$ cat config.mk
export PLATFORM = sky130hd
export DESIGN_NAME = lfsb_div
export DESIGN_NICKNAME = d
export VERILOG_FILES = /design/src/lfsb_pkg.sv /design/src/lfsb_div.sv
export SDC_FILE = /design/constraint.sdc
export NUM_CORES = 1
export LEC_CHECK = 0
export BUFFER_PORTS_ARGS = -buffer_cell sky130_fd_sc_hd__buf_4
export CORE_ASPECT_RATIO = 1.5
export CORE_MARGIN = 3
export CORE_UTILIZATION = 37
export CTS_BUF_LIST = sky130_fd_sc_hd__clkbuf_16
export DETAILED_ROUTE_END_ITERATION = 10
export GPL_ROUTABILITY_DRIVEN = 1
export GPL_TIMING_DRIVEN = 0
export PLACE_DENSITY_LB_ADDON = 0.15
export SLEW_MARGIN = 20
export SYNTH_ARGS = -nofsm -noshare
export SYNTH_HDL_FRONTEND = slang
export SYNTH_SLANG_ARGS = --single-unit
$ cat constraint.sdc
create_clock -name clk -period 3.6 [get_ports clk]
set_input_delay 1.08 -clock clk [delete_from_list [all_inputs] [get_ports clk]]
set_output_delay 1.08 -clock clk [all_outputs]
set_load 0.05 [all_outputs]
$ cat src/lfsb_pkg.sv
// package for the light-field sub-aperture binning core
// types, state enum, register indexes and helpers; no dependencies
package lfsb_pkg;
	localparam int MAX_TILES_PER_AXIS_D = 5;
	localparam int MAX_OUT_WIDTH_D = 64;
	localparam int MAX_OUT_HEIGHT_D = 64;

	localparam logic [2:0] REG_SENSOR_W = 3'd0;
	localparam logic [2:0] REG_SENSOR_H = 3'd1;
	localparam logic [2:0] REG_OUT_W = 3'd2;
	localparam logic [2:0] REG_OUT_H = 3'd3;
	localparam logic [2:0] REG_TILES = 3'd4;

	localparam logic KIND_ACC = 1'b0;
	localparam logic KIND_READ = 1'b1;

	localparam logic [1:0] SEL_RED = 2'd0;
	localparam logic [1:0] SEL_GREEN = 2'd1;
	localparam logic [1:0] SEL_BLUE = 2'd2;
	localparam logic [1:0] SEL_ALL = 2'd3;

	typedef enum logic [3:0] {
		ST_IDLE,
		ST_CLEAR,
		ST_DIVX,
		ST_DIVY,
		ST_ADDR,
		ST_RD,
		ST_WR,
		ST_DIVR,
		ST_DIVG,
		ST_DIVB,
		ST_OUT
	} state_t;

	typedef struct packed {
		logic start;
		logic [31:0] num;
		logic [31:0] den;
	} div_req_t;

	typedef struct packed {
		logic busy;
		logic done;
		logic [31:0] quo;
	} div_rsp_t;
endpackage

$ cat src/lfsb_div.sv
// shared restoring divider, one quotient bit per cycle
// depends on lfsb_pkg
module lfsb_div (
	input  logic clk,
	input  logic arst_n,
	input  lfsb_pkg::div_req_t req,
	output lfsb_pkg::div_rsp_t rsp
);
	import lfsb_pkg::*;
	logic [31:0] quo_q, den_q;
	logic [32:0] rem_q;
	logic [5:0] cnt_q;
	logic busy_q, done_q;
	logic [32:0] trial;
	always_comb trial = {rem_q[31:0], quo_q[31]} - {1'b0, den_q};
	always_ff @(posedge clk or negedge arst_n) begin
		if (!arst_n) begin
			busy_q <= 1'b0;
			done_q <= 1'b0;
			cnt_q <= '0;
		end else begin
			done_q <= 1'b0;
			if (req.start) begin
				busy_q <= 1'b1;
				cnt_q <= 6'd32;
			end else if (busy_q) begin
				cnt_q <= cnt_q - 6'd1;
				if (cnt_q == 6'd1) begin
					busy_q <= 1'b0;
					done_q <= 1'b1;
				end
			end
		end
	end
	always_ff @(posedge clk) begin
		if (req.start) begin
			quo_q <= req.num;
			den_q <= req.den;
			rem_q <= '0;
		end else if (busy_q) begin
			if (!trial[32]) begin
				rem_q <= trial;
				quo_q <= {quo_q[30:0], 1'b1};
			end else begin
				rem_q <= {rem_q[31:0], quo_q[31]};
				quo_q <= {quo_q[30:0], 1'b0};
			end
		end
	end
	assign rsp.busy = busy_q;
	assign rsp.done = done_q;
	assign rsp.quo = quo_q;
endmodule

Word level (Yosys, flattened, before mapping)

Cells that the tools add are included.

Flip-flop bits (word level): 104
Input bits: 67
Output and inout bits: 34
Word-level logic and storage cells: 22

$add $sub $neg: 2
Eq/ne operators: 1
Mux-type cells: 12
Reductions and logical operators: 1

Operators by type and width:

| kind                                                                   | count |
|---|---|
| 32-bit two-way mux                                                     | 3 |
| 33-bit by 32-bit subtractor with 33-bit output                         | 1 |
| 6-bit two-way mux                                                      | 2 |
| 1-bit two-way mux                                                      | 7 |
| 6-bit by 1-bit equality test with 1-bit output (second input constant) | 1 |
| 6-bit by 1-bit subtractor with 6-bit output (second input constant)    | 1 |
| 2-bit nonzero test                                                     | 1 |

Longest topological paths before layout

Depth after elaboration: 4
Gate-level depth with buffers: 15
Gate-level depth less buffers: 12

Worst setup path before layout

Ideal clock, no wire load.

Path type: reg-to-reg
Start: reg quo_q[31]
End: reg rem_q[8]
Setup time: 122 ps
Arrival time: 3293 ps
Required time: 3478 ps
Slack: 185 ps
Stages on the path, launching flop included: 15
Path buffers: 3
Clock period less this slack: 3415 ps
Path through: edfxtp_1 inv_1 ha_1 fa_1 nand2b_1 a21oi_1 o21ai_1 o211ai_2 nand3_1 and3_1 or3_1 clkbuf_1 buf_6 buf_2 a311o_1

Cells in the longest elaborated chain, start to end: 2

RTL lines:

| item                                           | RTL line       | source |
|---|---|---|
| from (decl)                                    | lfsb_div.sv:10 | `logic [31:0] quo_q, den_q;` |
| from (signal assigned)                         | lfsb_div.sv:37 | `quo_q <= req.num;` |
| from (signal assigned)                         | lfsb_div.sv:43 | `quo_q <= {quo_q[30:0], 1'b1};` |
| from (signal assigned)                         | lfsb_div.sv:46 | `quo_q <= {quo_q[30:0], 1'b0};` |
| 33-bit by 32-bit subtractor with 33-bit output | lfsb_div.sv:15 | `always_comb trial = {rem_q[31:0], quo_q[31]} - {1'b0, den_q};` |
| 32-bit two-way mux                             | lfsb_div.sv:41 | `if (!trial[32]) begin` |
| to (signal assigned)                           | lfsb_div.sv:42 | `rem_q <= trial;` |
| to (signal assigned)                           | lfsb_div.sv:45 | `rem_q <= {rem_q[31:0], quo_q[31]};` |
| to (decl)                                      | lfsb_div.sv:11 | `logic [32:0] rem_q;` |

No other way between the ends.
A chain may end at the register's enable or synchronous reset.

Worst setup path in the final report

Start: reg quo_q[31]
End: reg rem_q[29]

The elaborated chain is that of the path after synthesis.

==> flow_metrics.tcl <==
set metrics [dict create \
    outcome "finished, final reports clean" \
    post_dr_wirelength_cell_um 17.5 \
    cp_data_required_time_ps 3810 \
    num_rows 56 \
    number_of_antenna_violations_at_the_first_check_in_global_routing 0 \
    final_net_count 811 \
    switching_share_pct 41.3 \
    power.share.sequential_pct 32.6 \
    layout-area-overhead-vs-synth_pct 22.6 \
    crit_path_category "reg2reg" \
    vias_in_the_first_global_route 5177 \
    ys.flop_type "sky130_fd_sc_hd__edfxtp_1" \
    gr-total-overflow 0 \
    design.die.area_mm2 0.0181 \
    syn_area_per_cell_um2 10.3 \
    final-hold-violation-count 0 \
    core_area_mm2 0.0159 \
    clock_tree_from_tritoncts "yes" \
    power.internal_mw 3.03 \
    clockBufferDepth 2 \
    design.portCount 101 \
    dieHeight_um 163 \
    setup.worst_path.start_class "flop" \
    drv_cap 0 \
    worst_slew_pin_tran_ps 724 \
    final_antenna_net_count 0 \
    groute.usage.overall_pct 17.9 \
    power.net_switching_mw 2.13 \
    clock_power_share_pct 19.8 \
    clock-sinks 104 \
    remaining_drc_errors 0 \
    netlist-cell-type-count 63 \
    place_worst_setup_slack_ps -185 \
    power.combinational.fraction_pct 47.7 \
    syn_area_mm2 0.00611 \
    drt_pass1_iterations 4 \
    postSynthRegisterBits 104 \
    first_pass_grt_wire_length_um 25900 \
    yosys-top-cells-area "sky130_fd_sc_hd__edfxtp_1, sky130_fd_sc_hd__dfxtp_1, sky130_fd_sc_hd__ha_1, sky130_fd_sc_hd__mux2_2, sky130_fd_sc_hd__mux2i_1" \
    nets_in_the_synthesized_netlist 698 \
    routed-via-count 4946 \
    setup_viol 0 \
    drive_above_1_share_pct 25.9 \
    clock_insertion_delay_worst_skew_ps 370 \
    critPathMaxFanout 10 \
    finalWorstSetupSlack_ps 136 \
    static-leakage-power_nw 3.24 \
    fin_crit_ps 3460 \
    netlist_instances 596 \
    min-delay-path-class "reg2reg" \
    utilization_pct 47.1 \
    hpwl_um 11800 \
    max-slew-margin-rel_pct 51.7 \
    post_synth_edffs 64 \
    period_share_pct 96.2 \
    final-max-slew-violation-count 0 \
    critPathArrivalTime_ps 3680 \
    antenna_cells 0 \
    gp_routability_congestion 0.899 \
    reg2reg_slack_ps 140 \
    asyncSetResetFlopFracSynth_pct 7.69 \
    crit_path_end_kind "flop" \
    timing.fmax_ghz 0.289 \
    synth.yosys.warnings 0 \
    worst_clock_skew_ps 10.0 \
    synth_seq_area_share_pct 45.2 \
    routed_via_density 5.39 \
    routed_wirelength_um 16100 \
    place.port_buffers 100 \
    ctsHoldBuffers 0 \
    fp.dieW_um 111 \
    htree_levels 3 \
    drt_first_iter_violations 212 \
    worst_setup_hold_path_clk_slew_ps 80 \
    cellPowerDensity_mw_per_mm2 689 \
    vdd_ir_drop_max_uv 312 \
    synth_largest_area_cell "sky130_fd_sc_hd__edfxtp_1" \
    synth_top_area_share_pct 31.4 \
    tritoncts.num_buffers 9 \
    cts_root_buffer "sky130_fd_sc_hd__clkbuf_16" \
    initial_utilization_pct 38.4 \
    grt_start_max_net_pins 34 \
]
## layout make-up
type	instances	area (um2)
Buffer	33	156
Inverter	40	150
Sequential cell	104	2760
Fill cell	1491	8410
Clock inverter	7	81.3
Tap cell	203	254
Clock buffer	9	225
Multi-Input combinational cell	418	3090
Timing Repair Buffer	103	773
## power by group through the flow
stage	combinational, mW	sequential [mW]	clock, mW
floorplan	1.60	1.86	0
global placement	2.36	1.70	0
detailed placement	2.38	1.71	0
CTS	2.43	1.68	1.05
global route	2.70	1.71	1.10
finish	2.46	1.68	1.02
## critical path, stage by stage (launching register included)
cell and delay [ps]:
sky130_fd_sc_hd__edfxtp_1 350, sky130_fd_sc_hd__inv_1 60, sky130_fd_sc_hd__ha_1 210, sky130_fd_sc_hd__fa_1 420, sky130_fd_sc_hd__nand2b_4 170, sky130_fd_sc_hd__a21oi_2 190, sky130_fd_sc_hd__o21ai_2 110, sky130_fd_sc_hd__o211ai_2 270
sky130_fd_sc_hd__nand3_2 160, sky130_fd_sc_hd__and3_1 210, sky130_fd_sc_hd__or3_1 360, sky130_fd_sc_hd__clkbuf_1 140, sky130_fd_sc_hd__buf_6 160, sky130_fd_sc_hd__buf_4 190, sky130_fd_sc_hd__o311ai_0 140, sky130_fd_sc_hd__a311oi_1 160
## per-stage QoR
step | hold slack (ps) | power, mW | instances | instance area, um2 | TNS (ps)
after global routing | 503 | 5.51 | 917 | 7490 | -4.81
after global placement | 472 | 4.06 | 899 | 7120 | -2240
after floorplan | 440 | 3.47 | 596 | 6110 | 0
final | 484 | 5.17 | 917 | 7490 | 0
after detailed placement | 480 | 4.09 | 899 | 7120 | -2580
after CTS | 492 | 5.16 | 917 | 7450 | 0
## registers in the layout, summed over array words and instances (netlist names)
register and count:
rem_q 32, cnt_q 6, den_q 32, done_q 1, busy_q 1, quo_q 32
## layer usage
metal / GRT usage (%) / wire, um / vias to the layer above
li1: - / - / 2395
met1: 20.3 / 6420 / 2389
met2: 32.9 / 8650 / 126
met3: 3.60 / 557 / 36
met4: 7.00 / 464 / 0
met5: 0 / 0 / -
## cell families (layout without fill, tap and decap cells)
logic type                 count (synthesis)  after routing  synth area share (%)
AOI/OAI and AO/OA                        132            132                  15.3
xor gates and xnor gates                  30             30                  4.30
adders and majority gates                 35             35                  7.29
buffers and inverters                     74            192                  4.95
DFF                                      104            104                  45.2
muxes                                     54             54                  9.48
and+or+nand+nor                          167            167                  13.5
## cells in the final DEF (no fill, tap or decap), drive strengths merged, types with 23 or more instances in the layout
cell type and n:
nor2 54, edfxtp 64, dfxtp 32, inv 44
a211oi 25, mux2 31, clkbuf 32, nand2 36
ha 34, mux2i 23, a21oi 35, buf 113
## synth_stat cells (all sizes together) (2+ instances only)
master	number
a2111oi	3
a211oi	25
a21o	14
a21oi	35
a22o	2
a31oi	5
a41oi	2
and2	4
and3	7
buf	12
clkbuf	22
dfrtp	8
dfxtp	32
edfxtp	64
ha	34
inv	40
mux2	31
mux2i	23
nand2	36
nand2b	10
nand3	9
nand4	6
nor2	54
nor2b	4
nor3	15
nor3b	8
nor4	5
o2111ai	3
o211ai	4
o21a	2
o21ai	22
o21bai	3
o22ai	2
o311ai	2
o31ai	4
or2	2
xnor2	18
xor2	12
## path summary, 6_finish.rpt
check | startpoint | to | cells past startpoint
min in group asynchronous | arst_n | cnt_q[1] | 1
min reg2reg | rem_q[20] | rem_q[20] | 2
min | rem_q[20] | rem_q[20] | 2
max in group asynchronous | arst_n | busy_q | 1
max | quo_q[31] | rem_q[29] | 15
max reg2reg | quo_q[31] | rem_q[29] | 15
## timing repair
item | CTS | global route
setup endpoints to repair | 31 | 31
pin swaps | 2 | 5
buffers inserted | 2 | 1
resized for setup | 3 | 8
Power figures use the tool's default switching activity.
